`config.mk`:
```
export PLATFORM = sky130hd
export DESIGN_NAME = two_way_cache_tag_lookup_unit
export DESIGN_NICKNAME = d
export VERILOG_FILES = /design/src/rtl/core/twc_pkg.sv /design/src/rtl/core/two_way_cache_tag_lookup_unit.sv /design/src/rtl/core/twc_ram.sv /design/src/rtl/core/twc_ctrl.sv /design/src/rtl/core/twc_dpath.sv
export SDC_FILE = /design/constraint.sdc
export NUM_CORES = 2
export LEC_CHECK = 0
export BUFFER_PORTS_ARGS = -buffer_cell sky130_fd_sc_hd__clkbuf_2
export CAP_MARGIN = 30
export CORE_ASPECT_RATIO = 1.1
export CORE_MARGIN = 10
export CORE_UTILIZATION = 55
export CTS_BUF_LIST = sky130_fd_sc_hd__clkbuf_16
export DETAILED_ROUTE_END_ITERATION = 6
export PLACE_DENSITY = 0.71
export SLEW_MARGIN = 25
export SYNTH_ARGS = -nofsm -noshare
export SYNTH_HDL_FRONTEND = slang
export SYNTH_SLANG_ARGS = --single-unit
```
`constraint.sdc`:
```
create_clock -name clk -period 5.96 [get_ports clk]
set_clock_uncertainty 0.05 [all_clocks]
set_input_delay 0 -clock clk [delete_from_list [all_inputs] [get_ports clk]]
set_output_delay 0 -clock clk [all_outputs]
set_load 0.01 [all_outputs]
```
`src/rtl/core/twc_pkg.sv`:
```
// Shared constants and control types for the two-way cache tag lookup unit.
`timescale 1ns / 1ps
`default_nettype none
package twc_pkg;

  localparam int unsigned ADDR_W          = 32;
  localparam int unsigned CNT_W           = 32;
  localparam int unsigned DEF_OFFSET_BITS = 4;
  localparam int unsigned DEF_INDEX_BITS  = 6;
  localparam int unsigned DEF_ADDR_BITS   = 32;

  typedef struct packed {
    logic clr;
    logic capture;
    logic commit;
  } twc_cmd_t;

  typedef struct packed {
    logic clr_last;
    logic out_free;
  } twc_sts_t;

endpackage
`default_nettype wire

```
`src/rtl/core/two_way_cache_tag_lookup_unit.sv`:
```
// Top level of the two-way set-associative cache tag lookup unit with true LRU.
//
//   Channel  Direction  Handshake             Payload
//   in       input      in_valid / in_ready   in_address
//   out      output     out_valid / out_ready out_hit, out_way_used,
//                                             out_hit_count, out_miss_count
//
// Each request first does the registered read of the set RAM, then compare,
// LRU/tag write-back and result load. After reset a clearing pass writes
// every set before the first request is taken.
// The result register holds a finished request while the next one is taken;
// the write-back stalls only while that register is still occupied.
`timescale 1ns / 1ps
`default_nettype none
module two_way_cache_tag_lookup_unit #(
  parameter int unsigned OFFSET_BITS = twc_pkg::DEF_OFFSET_BITS,
  parameter int unsigned INDEX_BITS  = twc_pkg::DEF_INDEX_BITS,
  parameter int unsigned ADDR_BITS   = twc_pkg::DEF_ADDR_BITS
) (
  input  wire logic                        clk,
  input  wire logic                        rst_n,
  input  wire logic                        in_valid,
  output logic                             in_ready,
  input  wire logic [twc_pkg::ADDR_W-1:0]  in_address,
  output logic                             out_valid,
  input  wire logic                        out_ready,
  output logic                             out_hit,
  output logic                             out_way_used,
  output logic      [twc_pkg::CNT_W-1:0]   out_hit_count,
  output logic      [twc_pkg::CNT_W-1:0]   out_miss_count
);
  import twc_pkg::*;

  twc_cmd_t cmd;
  twc_sts_t sts;

  twc_ctrl u_ctrl (
    .clk     (clk),
    .rst_n   (rst_n),
    .in_valid(in_valid),
    .in_ready(in_ready),
    .sts     (sts),
    .cmd     (cmd)
  );

  twc_dpath #(
    .OFFSET_BITS(OFFSET_BITS),
    .INDEX_BITS (INDEX_BITS),
    .ADDR_BITS  (ADDR_BITS)
  ) u_dpath (
    .clk           (clk),
    .rst_n         (rst_n),
    .cmd           (cmd),
    .sts           (sts),
    .in_address    (in_address),
    .out_valid     (out_valid),
    .out_ready     (out_ready),
    .out_hit       (out_hit),
    .out_way_used  (out_way_used),
    .out_hit_count (out_hit_count),
    .out_miss_count(out_miss_count)
  );

  a_commit_free: assert property (@(posedge clk) disable iff (!rst_n)
    cmd.commit |-> (!out_valid || out_ready))
    else $error("write-back while result register occupied");

  a_accept_gap: assert property (@(posedge clk) disable iff (!rst_n)
    (in_valid && in_ready) |=> !in_ready)
    else $error("request taken while lookup in flight");

  a_commit_out: assert property (@(posedge clk) disable iff (!rst_n)
    cmd.commit |=> out_valid)
    else $error("committed lookup produced no result");

  a_count_step: assert property (@(posedge clk) disable iff (!rst_n)
    cmd.commit |=> ((out_hit_count != $past(out_hit_count)) ||
                    (out_miss_count != $past(out_miss_count)) ||
                    (out_hit_count == {CNT_W{1'b1}}) ||
                    (out_miss_count == {CNT_W{1'b1}})))
    else $error("lookup advanced neither counter");

endmodule
`default_nettype wire

```
`src/rtl/core/twc_ram.sv`:
```
// Generic single-write, single-read RAM with registered read data.
`timescale 1ns / 1ps
`default_nettype none
module twc_ram #(
  parameter int unsigned WIDTH = 8,
  parameter int unsigned DEPTH = 64
) (
  input  wire logic                     clk,
  input  wire logic                     we,
  input  wire logic [$clog2(DEPTH)-1:0] waddr,
  input  wire logic [WIDTH-1:0]         wdata,
  input  wire logic                     re,
  input  wire logic [$clog2(DEPTH)-1:0] raddr,
  output logic      [WIDTH-1:0]         rdata
);

  logic [WIDTH-1:0] mem [DEPTH];

  always_ff @(posedge clk) begin
    if (we) begin
      mem[waddr] <= wdata;
    end
  end

  always_ff @(posedge clk) begin
    if (re) begin
      rdata <= mem[raddr];
    end
  end

endmodule
`default_nettype wire

```
`src/rtl/core/twc_ctrl.sv`:
```
// Controller state machine for the two-way cache tag lookup unit.
`timescale 1ns / 1ps
`default_nettype none
module twc_ctrl (
  input  wire logic              clk,
  input  wire logic              rst_n,
  input  wire logic              in_valid,
  output logic                   in_ready,
  input  wire twc_pkg::twc_sts_t sts,
  output twc_pkg::twc_cmd_t      cmd
);
  import twc_pkg::*;

  localparam logic [1:0] ST_CLEAR = 2'd0;
  localparam logic [1:0] ST_IDLE  = 2'd1;
  localparam logic [1:0] ST_LOOK  = 2'd2;

  logic [1:0] state_r;
  logic [1:0] state_nxt;

  always_comb begin
    state_nxt   = state_r;
    in_ready    = 1'b0;
    cmd.clr     = 1'b0;
    cmd.capture = 1'b0;
    cmd.commit  = 1'b0;
    unique case (state_r)
      ST_CLEAR: begin
        cmd.clr = 1'b1;
        if (sts.clr_last) begin
          state_nxt = ST_IDLE;
        end
      end
      ST_IDLE: begin
        in_ready    = 1'b1;
        cmd.capture = in_valid;
        if (in_valid) begin
          state_nxt = ST_LOOK;
        end
      end
      ST_LOOK: begin
        cmd.commit = sts.out_free;
        if (sts.out_free) begin
          state_nxt = ST_IDLE;
        end
      end
      default: begin
        state_nxt = ST_CLEAR;
      end
    endcase
  end

  always_ff @(posedge clk) begin
    if (!rst_n) begin
      state_r <= ST_CLEAR;
    end else begin
      state_r <= state_nxt;
    end
  end

endmodule
`default_nettype wire

```
`src/rtl/core/twc_dpath.sv`:
```
// Datapath: set RAM, tag compare, LRU update, counters and result register.
`timescale 1ns / 1ps
`default_nettype none
module twc_dpath #(
  parameter int unsigned OFFSET_BITS = twc_pkg::DEF_OFFSET_BITS,
  parameter int unsigned INDEX_BITS  = twc_pkg::DEF_INDEX_BITS,
  parameter int unsigned ADDR_BITS   = twc_pkg::DEF_ADDR_BITS
) (
  input  wire logic                        clk,
  input  wire logic                        rst_n,
  input  wire twc_pkg::twc_cmd_t           cmd,
  output twc_pkg::twc_sts_t                sts,
  input  wire logic [twc_pkg::ADDR_W-1:0]  in_address,
  output logic                             out_valid,
  input  wire logic                        out_ready,
  output logic                             out_hit,
  output logic                             out_way_used,
  output logic      [twc_pkg::CNT_W-1:0]   out_hit_count,
  output logic      [twc_pkg::CNT_W-1:0]   out_miss_count
);
  import twc_pkg::*;

  localparam int unsigned ADDR_EFF  = (ADDR_BITS < ADDR_W) ? ADDR_BITS : ADDR_W;
  localparam int unsigned TAG_SHIFT = OFFSET_BITS + INDEX_BITS;
  localparam int unsigned TAG_W     = (ADDR_EFF > TAG_SHIFT) ? (ADDR_EFF - TAG_SHIFT) : 1;
  localparam int unsigned ROW_W     = 2 * TAG_W + 3;
  localparam int unsigned NUM_SETS  = 1 << INDEX_BITS;
  localparam logic [ADDR_W-1:0] ADDR_MASK = {ADDR_W{1'b1}} >> (ADDR_W - ADDR_EFF);

  logic [ADDR_W-1:0]     addr_masked;
  logic [ADDR_W-1:0]     tag_full;
  logic [INDEX_BITS-1:0] set_in;
  logic [TAG_W-1:0]      tag_in;

  logic [INDEX_BITS-1:0] set_r;
  logic [TAG_W-1:0]      tag_r;
  logic [INDEX_BITS-1:0] clr_cnt_r;
  logic [CNT_W-1:0]      hit_cnt_r;
  logic [CNT_W-1:0]      miss_cnt_r;
  logic [CNT_W-1:0]      hit_cnt_nxt;
  logic [CNT_W-1:0]      miss_cnt_nxt;
  logic                  out_valid_r;
  logic                  out_hit_r;
  logic                  out_way_r;

  logic [ROW_W-1:0]      row_q;
  logic [ROW_W-1:0]      row_new;
  logic [ROW_W-1:0]      ram_wdata;
  logic [INDEX_BITS-1:0] ram_waddr;
  logic [TAG_W-1:0]      tag0;
  logic [TAG_W-1:0]      tag1;
  logic [TAG_W-1:0]      tag0_new;
  logic [TAG_W-1:0]      tag1_new;
  logic [1:0]            vld;
  logic [1:0]            vld_new;
  logic                  lru;
  logic                  m0;
  logic                  m1;
  logic                  hit;
  logic                  way;

  assign addr_masked = in_address & ADDR_MASK;
  assign tag_full    = addr_masked >> TAG_SHIFT;
  assign set_in      = addr_masked[TAG_SHIFT-1:OFFSET_BITS];
  assign tag_in      = tag_full[TAG_W-1:0];

  assign tag0 = row_q[TAG_W-1:0];
  assign tag1 = row_q[2*TAG_W-1:TAG_W];
  assign vld  = row_q[2*TAG_W+1:2*TAG_W];
  assign lru  = row_q[2*TAG_W+2];

  assign m0  = vld[0] && (tag0 == tag_r);
  assign m1  = vld[1] && (tag1 == tag_r);
  assign hit = m0 || m1;
  assign way = hit ? !m0 : lru;

  always_comb begin
    tag0_new = tag0;
    tag1_new = tag1;
    if (!hit && !way) begin
      tag0_new = tag_r;
    end
    if (!hit && way) begin
      tag1_new = tag_r;
    end
    vld_new    = vld | (way ? 2'b10 : 2'b01);
    row_new    = {!way, vld_new, tag1_new, tag0_new};
  end

  assign hit_cnt_nxt  = (hit && (hit_cnt_r != {CNT_W{1'b1}})) ? hit_cnt_r + 1'b1 : hit_cnt_r;
  assign miss_cnt_nxt = (!hit && (miss_cnt_r != {CNT_W{1'b1}})) ? miss_cnt_r + 1'b1
                                                                 : miss_cnt_r;

  assign ram_waddr = cmd.clr ? clr_cnt_r : set_r;
  assign ram_wdata = cmd.clr ? {1'b1, 2'b00, {(2*TAG_W){1'b0}}} : row_new;

  twc_ram #(
    .WIDTH(ROW_W),
    .DEPTH(NUM_SETS)
  ) u_set_ram (
    .clk  (clk),
    .we   (cmd.clr || cmd.commit),
    .waddr(ram_waddr),
    .wdata(ram_wdata),
    .re   (cmd.capture),
    .raddr(set_in),
    .rdata(row_q)
  );

  always_ff @(posedge clk) begin
    if (cmd.capture) begin
      set_r <= set_in;
      tag_r <= tag_in;
    end
    if (cmd.commit) begin
      out_hit_r <= hit;
      out_way_r <= way;
    end
  end

  always_ff @(posedge clk) begin
    if (!rst_n) begin
      clr_cnt_r   <= '0;
      hit_cnt_r   <= '0;
      miss_cnt_r  <= '0;
      out_valid_r <= 1'b0;
    end else begin
      if (cmd.clr) begin
        clr_cnt_r <= clr_cnt_r + 1'b1;
      end
      if (cmd.commit) begin
        hit_cnt_r   <= hit_cnt_nxt;
        miss_cnt_r  <= miss_cnt_nxt;
        out_valid_r <= 1'b1;
      end else if (out_ready) begin
        out_valid_r <= 1'b0;
      end
    end
  end

  assign sts.clr_last = (clr_cnt_r == {INDEX_BITS{1'b1}});
  assign sts.out_free = !out_valid_r || out_ready;

  assign out_valid      = out_valid_r;
  assign out_hit        = out_hit_r;
  assign out_way_used   = out_way_r;
  assign out_hit_count  = hit_cnt_r;
  assign out_miss_count = miss_cnt_r;

endmodule
`default_nettype wire

```
### Word level (Yosys, flattened, before mapping)

Memory sizes are Yosys's and may differ from the RTL's. A register that Yosys moved wholly into a read port is not among the register bits.
Index checks and enable logic that the tools add are counted.

| word-level totals | value |
|---|---|
| flip-flop bits (word level) | 103 |
| output and inout bits | 68 |
| memories | 1 |
| bits in writable memories | 3,008 |
| input bits | 36 |
| logic and storage cells | 60 |

| operators by class | value |
|---|---|
| bitwise operators | 1 |
| eq/ne operators | 10 |
| $add $sub $neg | 3 |
| reductions and logical operators | 18 |
| mux-type cells | 18 |

Memories:

| name | words | bits a word | rd ports | clocked after memory_dff | write ports | RTL line | RTL |
|---|---|---|---|---|---|---|---|
| u_dpath.u_set_ram.mem | 64 | 47 | 1 | 1 | 1 | twc_ram.sv:17 | `logic [WIDTH-1:0] mem [DEPTH];` |

Operators by type and width:

| operator | number |
|---|---|
| 32-bit by 1-bit adder with 32-bit output, second input constant | 2 |
| 32-bit inequality test, second input constant | 2 |
| 47-bit 2-to-1 mux | 1 |
| 22-bit == test | 2 |
| 22-bit 2-to-1 mux | 2 |
| 1-bit 2-to-1 mux | 9 |
| 2-bit 2-to-1 mux | 4 |
| 6-bit by 1-bit adder with 6-bit output, second input constant | 1 |
| 6-bit == test, second input constant | 1 |
| 1-bit logical AND | 6 |
| 6-bit 2-to-1 mux | 1 |
| 2-bit case mux with 3 select lines | 1 |
| 1-bit logical NOT | 4 |
| 2-bit inequality test, second input constant | 2 |
| 2-bit AND reduction | 2 |
| 1-bit logical OR | 3 |
| 3-bit AND reduction | 1 |
| 2-bit by 1-bit == test with 1-bit output, second input constant | 1 |
| 2-bit == test, second input constant | 1 |
| 2-bit logical NOT | 1 |
| 2-bit by 1-bit inequality test with 1-bit output, second input constant | 1 |
| 2-bit OR | 1 |
| 2-bit nonzero test | 1 |

### Depth between registers and ports, before layout

| logic depth | value |
|---|---|
| word-level depth | 8 |
| mapped depth | 10 |
| mapped depth without buffers | 7 |

### Cells and area by module

A second synthesis with hierarchy kept.

| second synthesis, totals | value |
|---|---|
| cells, all modules | 5,570 |
| area, all modules | 121,403.9 um2 |

Modules (own cells, without submodules):

| module | cells each | area an instance (um2) | sequential area each (um2) | times used |
|---|---|---|---|---|
| twc_ram | 4,890 | 115,268.1 | 91,738.0 | 1 |
| twc_dpath | 668 | 6,020.8 | 2,322.2 | 1 |
| twc_ctrl | 12 | 115.1 | 40.0 | 1 |

### Least setup slack after synthesis

OpenSTA, ideal clock, no wires.

| timing | value |
|---|---|
| path kind | reg2reg |
| start | register u_ctrl.state_r[1] |
| end | memory u_dpath.u_set_ram.mem[0][18] (netlist name) (data pin) |
| buffers on the path | 4 |
| setup slack | 1,112 ps |
| arrival time | 4,096 ps |
| setup time | 702 ps |
| stages on the path, launching flop included | 8 |
| period minus slack after synthesis | 4,848 ps |
| data required time | 5,208 ps |
| path through | dfxtp_1 -> or2_2 -> clkbuf_1 -> clkbuf_1 -> clkbuf_1 -> buf_1 -> nand2_1 -> o21ai_0 |

| between the ends | value |
|---|---|
| word-level cells in the longest chain between the ends | 3 |

RTL lines:

| element | RTL line | RTL |
|---|---|---|
| from (decl) | twc_ctrl.sv:18 | `logic [1:0] state_r;` |
| from (signal assigned) | twc_ctrl.sv:57 | `state_r <= state_nxt;` |
| 2-bit logical NOT | twc_ctrl.sv:27 | `unique case (state_r)` |
| 1-bit 2-to-1 mux | twc_ctrl.sv:27 |  |
| 47-bit 2-to-1 mux | twc_dpath.sv:95 | `assign ram_wdata = cmd.clr ? {1'b1, 2'b00, {(2*TAG_W){1'b0}}} : row_new;` |
| named net u_dpath.ram_wdata[18] | twc_dpath.sv:48 | `logic [ROW_W-1:0] ram_wdata;` |
| to (decl) | twc_ram.sv:17 |  |

The timed path passes the listed nets, and every way through them passes these cells.

### Final worst setup path

| timing | value |
|---|---|
| start | register u_dpath.tag_r[17] |
| end | memory u_dpath.u_set_ram.mem[24][45] (netlist name) (data pin) |

| between the ends | value |
|---|---|
| word-level cells in the longest chain between the ends | 7 |
| elaborated cells on any way between the ends | 10 |
| those cells by class | eq/ne (2); mux (3); bitwise (1); reduce/logical (4) |

RTL lines:

| element | RTL line | RTL |
|---|---|---|
| from (decl) | twc_dpath.sv:36 | `logic [TAG_W-1:0] tag_r;` |
| from (signal assigned) | twc_dpath.sv:113 | `tag_r <= tag_in;` |
| 22-bit == test (on tied branches) | twc_dpath.sv:72, twc_dpath.sv:73 |  |
| 1-bit logical AND (on tied branches) | twc_dpath.sv:72, twc_dpath.sv:73 |  |
| 1-bit logical NOT / 1-bit logical OR (equally long branches) | twc_dpath.sv:75, twc_dpath.sv:74 |  |
| 1-bit 2-to-1 mux * | twc_dpath.sv:75 | `assign way = hit ? !m0 : lru;` |
| named net u_dpath.way | twc_dpath.sv:60 | `logic way;` |
| 2-bit 2-to-1 mux * | twc_dpath.sv:86 | `vld_new = vld \| (way ? 2'b10 : 2'b01);` |
| 2-bit OR * | twc_dpath.sv:86 |  |
| 47-bit 2-to-1 mux * | twc_dpath.sv:95 |  |
| named net u_dpath.ram_wdata[45] | twc_dpath.sv:48 |  |

The timed path passes the listed nets; every way through them passes the cells marked *.

==> impl_metrics.yaml <==
clocking:
  cts-htree-levels: 5
  cts_sinks: 3158
  ctsResizeCount: 0
  insertion_delay_ns: 0.97
  cts_buffers: 308
  tritoncts: "yes"
  clk_pin_slew_ns: 0.06
  clock-root-buffer: "clkbuf_16"
  cts.path.max_buffers: 4
status:
  outcome: "completed"
synth:
  synth.yosys.warnings: 0
  synthArstFlopShare_pct: 0
  netlist_instances: 5221
  ys_types: 45
  muxShareOfSynthArea_pct: 17.7
  syn_nets: 5260
  ys_ff_latch: 3158
  synth-xor-area-share_pct: 0.361
  synthAdderAreaFrac_pct: 0.0310
  yosysSeqAreaShare_pct: 77.6
  synth-compound-area-share_pct: 1.19
  netlist_area_um2: 121000
  ys.flop_type: "edfxtp_1"
  synthSimpleGateAreaFrac_pct: 2.10
  synth.avg_cell_area_um2: 23.2
  synth_top_family_by_area: "multiplexers"
  synth_edf_count: 3085
placed_design:
  portBuffers: 99
  gp_congestion: 0.845
  dp_hpwl_um: 163000
  dp_cells: 8166
floorplan:
  rows: 180
  die-area_um2: 240000
  initial_core_util_pct: 55.4
  fp.coreArea_um2: 219000
  die-height_um: 512
  ioPinCount: 104
  fp.dieW_um: 468
timing:
  rsz0062_at_grt: "no"
  fin_setup_tns_ns: 0
  slew_headroom_pct: 27.2
  period_needed_ns: 4.80
  max_freq_mhz: 208
  drv_slew: 0
  fin_crit_sh_pct: 80.5
  setup_viol: 0
  hold_viol: 0
  worst_pin_slew_ns: 1.08
detailed_routing:
  ant_nets: 0
  routedWlPerCell_um: 35.0
  first_pass_iters: 5
  viasPerCell: 6.74
  drt_iter0_markers: 8620
  drt-total-wl_um: 307000
  drc_errors: 0
  vias: 59100
setup_path:
  crit_path_start_kind: "flop"
  crit_arrival_ns: 5.48
  worstSetupEndpointType: "flop"
  crit_path_max_fanout: 33
  critPathRequiredTime_ns: 6.65
  crit_type: "flop to flop"
power_and_ir_drop:
  p_leak_nw: 44.8
  ir_drop_uv: 218
  power.density_nw_per_um2: 326
layout:
  nets: 5662
  final_util_pct: 63.2
  seq_area_um2: 94100
  fill_cells: 14000
  syn2layout_area_growth_pct: 14.1
  multiInputGateArea_um2: 27000
  drive_above_1_share_pct: 30.8
  instances_no_fill: 8764
run:
  max_cap_violations: 0
worst_hold_path:
  hold_class: "input pin to flop"
grt:
  globalRoute.totalOverflow: 0
  grt_max_degree: 93
  grt_pass1_wl_um: 439000
  grt.total_usage_pct: 25.6
  antenna_found_initial: 7
  grt_pass1_vias: 59900
## registers in the layout, summed over array words and instances (netlist names)
register                 flops
u_ctrl.state_r               2
u_dpath.clr_cnt_r            6
u_dpath.out_hit              1
u_dpath.out_hit_count       32
u_dpath.out_miss_count      32
u_dpath.out_valid            1
u_dpath.out_way_used         1
u_dpath.set_r                6
u_dpath.tag_r               22
u_dpath.u_set_ram.mem     3008
u_dpath.u_set_ram.rdata     47
## timing repair
action / CTS / global route
hold buffers: 57 / 0
setup buffers: 0 / 0
hold endpoints to repair: 97 / 0
## final cells by class
class | instances | share of cell area (%)
repair buffers | 374 | 2.60
flip-flops and latches | 3158 | 68.0
diodes | 6 | 0.0109
clock buffers | 315 | 5.70
clock inverters | 218 | 1.45
well taps | 2912 | 2.63
multi-input cells | 1769 | 19.5
inverters | 12 | 0.0326
## routing by layer
metal,global-route usage (%),wire length [µm],vias up,part of all wire [%]
met5,0,0,-,0
met4,9.04,11500,0,3.7
met3,4.98,30500,644,9.9
met2,42.0,155000,3656,50
met1,34.6,110000,31600,36
li1,-,-,23200,-
## through the flow
| step | setup WS, ns | total power [mW] | area, µm² | hold slack [ns] |
|---|---|---|---|---|
| after floorplan | 1.11 | 25.8 | 121000 | 0.0489 |
| after global placement | 1.49 | 26.3 | 127000 | 0.165 |
| after detailed placement | 1.49 | 26.3 | 128000 | 0.161 |
| after CTS | 1.43 | 45.3 | 138000 | 0.0827 |
| after global routing | 1.18 | 46.3 | 138000 | 0.109 |
| final | 1.16 | 45.1 | 138000 | 0.104 |
## power breakdown
part | switching, mW | internal, mW | leakage [nW]
clock | 8.00 | 11.3 | 5.01
sequential | 0.0275 | 24.1 | 30.1
combinational | 0.886 | 0.791 | 9.73
total | 8.91 | 36.2 | 44.8
## worst max-delay path, cell delays in order, from the launching register on
cell	delay [ns]
edfxtp_1	0.44
xor2_1	0.24
nor4_1	0.85
nand4_1	0.16
or4_1	0.59
a21boi_0	0.91
nor2_1	0.20
nor2_4	0.67
buf_4	0.44
## synth_stat cells (all sizes together), types with 13 or more instances
cell / instances / area share [%]
xnor2: 16 / 0.12
nor2: 93 / 0.29
nand3: 80 / 0.33
nand4: 34 / 0.18
xor2: 34 / 0.25
clkbuf: 202 / 0.63
buf: 80 / 0.27
o31ai: 22 / 0.14
or3: 13 / 0.067
o21ai: 57 / 0.24
or4: 20 / 0.12
dfxtp: 73 / 1.2
nand2b: 40 / 0.21
mux2i: 33 / 0.27
edfxtp: 3085 / 76
mux4: 940 / 17
nor3: 19 / 0.078
a21oi: 29 / 0.12
a22oi: 94 / 0.58
nand2: 166 / 0.51
nor4: 26 / 0.13
## cell usage in the layout, fill, tap and decap left out, drive strengths merged, types with 40 or more instances in the layout
cell / synthesis / final
a22oi: 94 / 94
buf: 80 / 222
bufinv: 0 / 40
clkbuf: 202 / 410
clkinv: 1 / 112
dfxtp: 73 / 73
dlygate4sd3: 0 / 57
edfxtp: 3085 / 3085
inv: 11 / 64
mux4: 940 / 940
nand2: 166 / 166
nand2b: 40 / 40
nand3: 80 / 80
nor2: 93 / 93
o21ai: 57 / 57
## cells by family after synthesis
| group | after synthesis |
|---|---|
| adders and majority gates | 3 |
| and+or+nand+nor | 523 |
| AOI/OAI and AO/OA | 220 |
| muxes | 973 |
| xor gates and xnor gates | 50 |
| DFF | 3158 |
| buffers and inverters | 294 |
## final timing paths
| kind | start | cells past startpoint | slack [ns] | endpoint |
|---|---|---|---|---|
| worst max-delay path | u_dpath.tag_r[17]$_DFFE_PP_ | 8 | 1.16 | u_dpath.u_set_ram.mem[24][45]$_DFFE_PP_ |
| worst min-delay path | in_valid | 3 | 0.10 | u_dpath.u_set_ram.rdata[42]$_DFFE_PP_ |
| worst max register to register | u_dpath.tag_r[17]$_DFFE_PP_ | 8 | 1.16 | u_dpath.u_set_ram.mem[24][45]$_DFFE_PP_ |
| worst min register to register | u_dpath.out_miss_count[30]$_SDFFE_PN0P_ | 2 | 0.45 | u_dpath.out_miss_count[30]$_SDFFE_PN0P_ |
(Power assumes the default switching activity.)
